File: src/wesm_pkg.sv
// Shared types, constants and a helper function of the wheel encoder speed meter.
package wesm_pkg;

   // Field widths of the channels.
   localparam int ELAPSED_W   = 16;
   localparam int SPEED_W     = 9;
   localparam int POSITION_W  = 17;
   localparam int OUT_COUNT_W = 32;
   localparam int CPR_W       = 16;
   localparam int CSR_INDEX_W = 8;
   localparam int CSR_DATA_W  = 16;

   // Internal position counter carries one extra bit for the step past the limit.
   localparam int POS_W = POSITION_W + 1;

   // Only magnitudes below twice the elapsed time reach the divider.
   localparam int MAG_W      = ELAPSED_W + 1;
   localparam int QUO_W      = 9;
   localparam int DIVIDEND_W = QUO_W + ELAPSED_W;
   localparam int SCALE_SH   = 8;
   localparam int DIV_STEPS  = QUO_W;
   localparam int STEP_W     = $clog2(DIV_STEPS);

   localparam logic [QUO_W-1:0] SPEED_MAX = QUO_W'(255);

   // Register indexes of the configuration port.
   localparam logic [CSR_INDEX_W-1:0] CSR_COUNT_PER_REV    = CSR_INDEX_W'(0);
   localparam logic [CSR_INDEX_W-1:0] CSR_INVERT_DIRECTION = CSR_INDEX_W'(1);

   localparam logic [CPR_W-1:0] CPR_RESET = CPR_W'(1250);

   typedef struct packed {
      logic busy;
      logic done;
   } div_status_type;

   // Clamp an unsigned quotient to the speed limit and apply the sign.
   function automatic logic signed [SPEED_W-1:0] signed_speed(
      input logic [QUO_W-1:0] quo,
      input logic             neg
   );
      logic [QUO_W-1:0] sat;
      sat = (quo > SPEED_MAX) ? SPEED_MAX : quo;
      return neg ? SPEED_W'(-$signed({1'b0, sat})) : SPEED_W'(sat);
   endfunction

endpackage

File: src/wesm_div.sv
// Bit-serial restoring divider that produces one quotient bit per cycle.
module wesm_div import wesm_pkg::*; (
   input  logic                  clock,
   input  logic                  reset,
   input  logic                  start,
   input  logic [DIVIDEND_W-1:0] dividend,
   input  logic [ELAPSED_W-1:0]  divisor,
   output logic [QUO_W-1:0]      quotient,
   output div_status_type        status
);

   logic [ELAPSED_W-1:0] rem_ff, rem_in;
   logic [QUO_W-1:0]     shift_ff, shift_in;
   logic [ELAPSED_W-1:0] div_ff;
   logic [STEP_W-1:0]    step_ff;
   logic                 busy_ff;
   logic                 done_ff;
   logic [ELAPSED_W:0]   trial;
   logic [ELAPSED_W:0]   trial_diff;
   logic                 fits;

   // The caller guarantees that the upper dividend bits are below the divisor,
   // so the quotient fits in QUO_W bits.
   always_comb begin
      trial      = {rem_ff, shift_ff[QUO_W-1]};
      trial_diff = trial - {1'b0, div_ff};
      fits       = trial >= {1'b0, div_ff};
      rem_in     = fits ? trial_diff[ELAPSED_W-1:0] : trial[ELAPSED_W-1:0];
      shift_in   = {shift_ff[QUO_W-2:0], fits};
   end

   always_ff @(posedge clock) begin
      if (reset) begin
         busy_ff <= 1'b0;
         done_ff <= 1'b0;
         step_ff <= '0;
      end else begin
         done_ff <= 1'b0;
         if (start) begin
            rem_ff   <= dividend[DIVIDEND_W-1:QUO_W];
            shift_ff <= dividend[QUO_W-1:0];
            div_ff   <= divisor;
            step_ff  <= '0;
            busy_ff  <= 1'b1;
         end else if (busy_ff) begin
            rem_ff   <= rem_in;
            shift_ff <= shift_in;
            step_ff  <= step_ff + STEP_W'(1);
            if (step_ff == STEP_W'(DIV_STEPS - 1)) begin
               busy_ff <= 1'b0;
               done_ff <= 1'b1;
            end
         end
      end
   end

   assign quotient    = shift_ff;
   assign status.busy = busy_ff;
   assign status.done = done_ff;

endmodule

File: config.mk
export PLATFORM = sky130hd
export DESIGN_NAME = wesm_div
export DESIGN_NICKNAME = d
export VERILOG_FILES = /design/src/wesm_pkg.sv /design/src/wesm_div.sv
export SDC_FILE = /design/constraint.sdc
export NUM_CORES = 1
export LEC_CHECK = 0
export BUFFER_PORTS_ARGS = -buffer_cell sky130_fd_sc_hd__buf_2
export CAP_MARGIN = 20
export CELL_PAD_IN_SITES_DETAIL_PLACEMENT = 1
export CELL_PAD_IN_SITES_GLOBAL_PLACEMENT = 1
export CORE_ASPECT_RATIO = 2
export CORE_UTILIZATION = 29
export CTS_CLUSTER_SIZE = 16
export DETAILED_ROUTE_END_ITERATION = 8
export PLACE_DENSITY = 0.64
export SYNTH_ARGS = -nofsm -noshare
export SYNTH_HDL_FRONTEND = slang
export SYNTH_SLANG_ARGS = --single-unit
File: constraint.sdc
create_clock -name clock -period 2.7 [get_ports clock]
set_input_delay 0.54 -clock clock [delete_from_list [all_inputs] [get_ports clock]]
set_output_delay 0.54 -clock clock [all_outputs]
set_load 0.005 [all_outputs]
==> results of run 1 <==
[power by group through the flow]
stage | sequential [mW] | clock, mW | combinational [mW]
after global placement | 0.907 | 0 | 0.565
after floorplan | 0.901 | 0 | 0.386
after global routing | 0.899 | 0.672 | 0.638
final | 0.893 | 0.634 | 0.575
after CTS | 0.893 | 0.655 | 0.577
after detailed placement | 0.909 | 0 | 0.571
[synthesized netlist by cell type, types with 3 or more instances]
library cell  instances  area share (%)
a211oi_1              3            0.77
a21o_1                9             2.3
a21oi_1              13             2.2
a31oi_1               4            0.85
a41oi_1               5             1.5
and2_1                6             1.3
and3_1                5             1.1
buf_4                 4             1.0
clkbuf_1              8             1.0
dfxtp_1               6             4.1
edfxtp_1             41              42
ha_1                 18             7.7
inv_1                23             2.9
mux2_2                8             3.1
nand2_1              13             1.7
nand3_1               6             1.0
nand3b_1              4             1.0
nand4_1               8             1.7
nor2_1               12             1.5
nor2b_1               4            0.85
nor3_1                4            0.68
o211ai_1              3            0.77
o21ai_0              15             2.6
o311ai_0              6             1.8
xnor2_1               6             1.8
xor2_1                9             2.7
[cells by family (layout without fill, tap and decap cells)]
family / after synthesis / after routing / share of synthesized area [%]
buffers and inverters: 39 / 103 / 5.832
AND/OR/NAND/NOR: 71 / 71 / 13.24
adder cells (fa/ha/maj): 19 / 19 / 8.344
AO/OA/AOI/OAI: 75 / 75 / 18.39
multiplexers: 10 / 10 / 3.746
flip-flops: 47 / 47 / 45.98
XOR/XNOR: 15 / 15 / 4.470
[cells in the final DEF, fill, tap and decap left out, types with 3 or more instances in the layout]
cell	netlist	final
a21o_1	9	9
nor3_1	4	4
xor2_1	9	9
xnor2_1	6	6
nor2b_1	4	4
and3_1	5	5
ha_1	18	18
nand4_1	8	8
nand2_1	13	13
dfxtp_1	6	6
edfxtp_1	41	41
nand3_1	6	6
o311ai_0	6	6
clkbuf_16	0	5
a21oi_1	13	13
and2_1	6	6
nand3b_1	4	4
o211ai_1	3	3
a31oi_1	4	4
o21ai_0	15	13
buf_2	2	54
buf_4	4	17
a211oi_1	3	3
nor2_1	12	11
inv_1	23	23
mux2_2	8	8
a41oi_1	5	5
[stage by stage]
| step | total power, mW | std cells | cell area, sq um |
|---|---|---|---|
| 2_1_floorplan | 1.287 | 276 | 2939 |
| 6_report | 2.102 | 472 | 3587 |
| 5_1_grt | 2.209 | 472 | 3587 |
| 3_3_place_gp | 1.472 | 461 | 3417 |
| 3_5_place_dp | 1.480 | 461 | 3417 |
| 4_1_cts | 2.126 | 469 | 3565 |
[what timing repair did]
action / CTS / global route
resized for setup: 0 / 2
buffers inserted: 0 / 3
setup endpoints to repair: 0 / 12
hold buffers: 0 / 0
[routing by layer]
layer	vias up	track usage (%)	wire length [um]	share of wire, %
li1	1156	-	-	-
met1	1159	15.17	2850	36
met2	44	32.16	4641	58
met3	17	2.230	188	2.4
met4	0	9.391	296	3.7
met5	-	0	0	0
[worst max-delay path by stage]
stage          slack, ns  depth (start not counted)                  start                    to
2_1_floorplan       0.21                         10  quotient[8]$_DFFE_PP_  rem_ff[10]$_DFFE_PP_
3_3_place_gp        0.16                         10  quotient[8]$_DFFE_PP_  rem_ff[10]$_DFFE_PP_
3_5_place_dp        0.07                         10  quotient[8]$_DFFE_PP_  rem_ff[10]$_DFFE_PP_
4_1_cts             0.08                         10  quotient[8]$_DFFE_PP_  rem_ff[10]$_DFFE_PP_
5_1_grt             0.04                         10  quotient[8]$_DFFE_PP_  rem_ff[10]$_DFFE_PP_
6_report            0.17                          8   rem_ff[10]$_DFFE_PP_  rem_ff[15]$_DFFE_PP_
[worst max-delay path, stage by stage (launching register included)]
cell      delay (ns)
edfxtp_1        0.42
ha_1            0.40
and2_4          0.18
and3_1          0.17
a221o_1         0.39
o21ai_4         0.21
buf_4           0.20
a21o_1          0.17
o21ai_0         0.11
[state kept, by name, summed over array words and instances (netlist names)]
register and count:
busy_ff 1, done_ff 1, rem_ff 16, step_ff 4
div_ff 16, quotient 9
[area by class of cell]
cell class / count / share of cell area [%]
Multi-Input combinational cell: 190 / 39.55
Timing Repair Buffer: 72 / 11.65
Clock buffer: 7 / 3.976
Clock inverter: 1 / 0.1395
Sequential cell: 47 / 37.67
Tap cell: 132 / 4.604
Inverter: 23 / 2.407
==> summary.txt, run 1 <==
Status
  • Status: complete, no violations

CTS
  • CTS tree: done
  • Total CTS buffers: 5
  • H-tree levels: 2
  • Deepest clock path buffer count: 2
  • Clk sinks: 47
  • Clk_lat worst skew: 0.30 ns
  • CTS Root Cell: clkbuf_16
  • Worst-path clk slew: 0.07 ns

Floorplan
  • Height of the die: 144.4 um
  • Core area: 9763 sq um
  • Die Area: 10570 sq um
  • Starting density of the core: 30.10%
  • IO Count: 55
  • Site Rows: 51
  • Die extent in x: 73.19 um

Logic synthesis
  • Syn_area_per_cell: 10.65 sq um
  • Cell variety after synth: 53
  • Number of synthesized register bits: 47
  • Post-synth ARST share: 0%
  • Syn Inst Count: 276
  • Synth Flop Type: edfxtp_1
  • Synth Cell Area: 2939 sq um
  • Syn Nets: 339
  • Sequential area share after synthesis: 45.98%
  • EDFF count, synth: 41
  • Synth warn: 0

Layout
  • Fraction of layout cells with a size suffix above 1: 28.53%
  • Final nets: 402
  • Register area: 1351 sq um
  • Multi-input gate area: 1419 sq um
  • ANT cells: 0
  • Fill count: 1108
  • Area grow syn2layout: 22.05%
  • Post-layout util: 36.74%

STA
  • Slew HR: 67.53%
  • Worst clock skew: 0.01104 ns
  • Fin crit period: 2.527 ns
  • Final Hold Fails: 0
  • Fmax: 395.8 MHz
  • Final setup viols: 0
  • Hold Slack: 0.4106 ns
  • Least-Margin Pin Slew: 0.4865 ns
  • Part of the cycle the worst path needs: 93.58%
  • Final Max Tran Viols: 0
  • TNS Setup: 0 ns
  • RSZ-0062 raised after global routing: no
  • Worst Slack Setup Final: 0.1732 ns

Worst hold path
  • Worst hold stages: 1
  • HP Class: input port to flop
  • Hold Path End: div_ff[9]$_DFFE_PP_
  • Min-delay src: divisor[9]

Pwr
  • PwrDens: 586.0 nW/um^2
  • Pleak: 1.470 nW
  • Peak supply drop: 0.3315 mV
  • Comb pwr share: 27.4%
  • Seq pwr share: 42.5%
  • Cell Int Power: 1.488 mW
  • Clock share of power: 30.2%
  • Sw Ratio: 29.21%
  • Switching power: 614.0 uW

Global route
  • Largest net degree at the start of global routing: 24
  • Gr usage total: 16.30%
  • Vias in the first global route: 2591
  • Antenna violations before repair: 0
  • First-pass GRT wire length: 12.61 mm
  • Gr ovfl total: 0

Critical path
  • Critical R2R Launch: rem_ff[10]$_DFFE_PP_
  • R2r endpoint: rem_ff[15]$_DFFE_PP_
  • R2R depth: 8
  • Worst-path fanout max: 9
  • WP data required: 2.73 ns
  • Worst reg-to-reg setup slack: 0.17 ns
  • Endpoint class of the critical path: flop
  • Worst setup SP type: flop
  • Arrival time at the worst endpoint: 2.56 ns
  • Critical path type: flop to flop

Drt
  • Total wire length: 7.977 mm
  • Routed vias: 2376
  • Drc violations: 0
  • Antenna-violating nets left: 0
  • Avg WL per Cell: 16.90 um
  • Drt pass-1 iters: 4
  • DR vias/cell: 5.034
  • Initial DRC count: 63

Flow run
  • Maxcap violations: 0

Place
  • Port Buffer Count: 54
  • Setup WS pre-CTS: 0.07336 ns
  • Gpl congestion: 0.8624
  • Post-DP HPWL: 6.125 mm
No activity file was read; power rests on OpenSTA's default activity.
==> run 2: changes to the inputs <==
PLACE_DENSITY = not set   (was 0.64)
PLACE_DENSITY_LB_ADDON = 0.12   (was not set)
==> summary.txt, run 2 (synthesis gave the netlist of run 1 again) <==
Pwr
  • Clock share of power: 29.5%
  • Pleak: 1.461 nW
  • Sw Ratio: 30.15%
  • PwrDens: 587.7 nW/um^2
  • Seq pwr share: 42.5%
  • Comb pwr share: 28.0%
  • Tot Pwr: 2.098 mW
  • Switching power: 632.6 uW
  • Cell Int Power: 1.465 mW
  • Peak supply drop: 0.3462 mV

Layout
  • Finished Cell Area: 3570 sq um
  • Fill count: 1116
  • ANT cells: 0
  • Fraction of layout cells with a size suffix above 1: 28.61%
  • Final nets: 401
  • Area grow syn2layout: 21.46%
  • Most frequent cells in the layout: buf_2, edfxtp_1, inv_1, ha_1, buf_4
  • Most common library cell in the layout ignoring fill and taps: buf_2

Critical path
  • Worst-path fanout max: 3
  • Endpoint class of the critical path: flop
  • Arrival time at the worst endpoint: 2.56 ns
  • Critical R2R Launch: rem_ff[0]$_DFFE_PP_
  • Buffers & Inverters on Critical Path: 0
  • Worst Setup SP: rem_ff[0]$_DFFE_PP_
  • CP Cell Sequence: ha_1 -> nor2b_1 -> o21ai_0 -> a21oi_1 -> o21ba_2 -> a311oi_1 -> o21ai_0
  • Crit-path most repeated cell: o21ai_0
  • Worst setup SP type: flop
  • Critical path type: flop to flop
  • WP data required: 2.72 ns
  • Crit-path max cell delay: 0.45 ns
  • Worst path top cell family by delay: compound AO/OA/AOI/OAI gates
  • CP max-delay cell: edfxtp_1

Place
  • Gpl congestion: 0.7919
  • Post-DP HPWL: 6.373 mm
  • Port Buffer Count: 54
  • DP Area: 3420 sq um

CTS
  • Deepest clock path buffer count: 2
  • CTS tree: done
  • Post_cts resized: 1
  • Clk sinks: 47
  • CTS Root Cell: clkbuf_16
  • Worst-path clk slew: 0.07 ns
  • Post-CTS Setup Bufs: 0
  • H-tree levels: 2
  • Total CTS buffers: 5
  • Clk_lat worst skew: 0.29 ns
  • Hold_buf cts: 0

Floorplan
  • Die extent in x: 73.19 um
  • Site Rows: 51
  • Height of the die: 144.4 um
  • Starting density of the core: 30.10%
  • Core area: 9763 sq um
  • Die Area: 10570 sq um
  • IO Count: 55

Worst hold path
  • Min-delay src: divisor[6]
  • HP Class: input port to flop

Global route
  • Vias in the first global route: 2594
  • Gr ovfl total: 0
  • Largest net degree at the start of global routing: 26
  • First-pass GRT wire length: 13.26 mm
  • Gr usage total: 16.90%
  • Antenna violations before repair: 0

STA
  • Least-Margin Pin Slew: 0.4860 ns
  • Final Max Tran Viols: 0
  • Slew HR: 67.38%
  • RSZ-0062 raised after global routing: no
  • Fin crit period: 2.544 ns
  • Final Hold Fails: 0
  • Final setup viols: 0
  • Part of the cycle the worst path needs: 94.22%
  • Worst clock skew: 0.002799 ns
  • TNS Setup: 0 ns
  • Fmax: 393.1 MHz

Status
  • Status: complete, no violations

Drt
  • Routed vias: 2359
  • Initial DRC count: 42
  • DR vias/cell: 5.008
  • Avg WL per Cell: 17.38 um
  • Antenna-violating nets left: 0
  • Drt pass-1 iters: 4
  • Drc violations: 0
  • Total wire length: 8.185 mm

Flow run
  • Maxcap violations: 0
==> run 2: path summary, 6_finish.rpt <==
path,to,depth (start not counted),slack [ns]
setup / recovery,rem_ff[15]$_DFFE_PP_,7,0.16
hold / removal,div_ff[6]$_DFFE_PP_,1,0.42
setup reg to reg,rem_ff[15]$_DFFE_PP_,7,0.16
hold reg to reg,step_ff[1]$_SDFFE_PP0P_,2,0.56
==> run 2: layer usage <==
layer / share of wire [%] / global-route usage (%) / vias to the layer above / wire length (um)
li1: - / - / 1155 / -
met1: 38 / 17.68 / 1164 / 3147
met2: 59 / 33.67 / 35 / 4792
met3: 1.7 / 1.951 / 5 / 138
met4: 1.3 / 4.954 / 0 / 107
met5: 0 / 0 / - / 0
==> run 2: per-stage QoR <==
stage / setup WS [ns] / instances / util (%) / hold slack (ns)
after floorplan: 0.2121 / 276 / - / 0.5208
after global placement: 0.09376 / 463 / 35.03 / 0.5392
after detailed placement: -0.01987 / 463 / 35.03 / 0.5550
after CTS: 0.02039 / 471 / 36.47 / 0.4186
after global routing: 0.02418 / 471 / 36.56 / 0.4160
final: 0.1560 / 471 / 36.56 / 0.4242
==> run 2: power by group through the flow <==
stage | clock [mW] | combinational, mW | sequential (mW)
floorplan | 0 | 0.386 | 0.901
global placement | 0 | 0.580 | 0.908
detailed placement | 0 | 0.586 | 0.908
CTS | 0.640 | 0.592 | 0.892
global route | 0.653 | 0.652 | 0.900
finish | 0.619 | 0.588 | 0.892
==> run 2: cell type report <==
cell class | count | area, sq um | area share [%]
clock inverter | 2 | 12.51 | 0.3505
inverter | 23 | 86.33 | 2.419
multi-input combinational | 190 | 1428 | 39.99
timing repair buffer | 71 | 397.9 | 11.15
clock buffer | 6 | 128.9 | 3.610
tap | 132 | 165.2 | 4.627
sequential | 47 | 1351 | 37.86
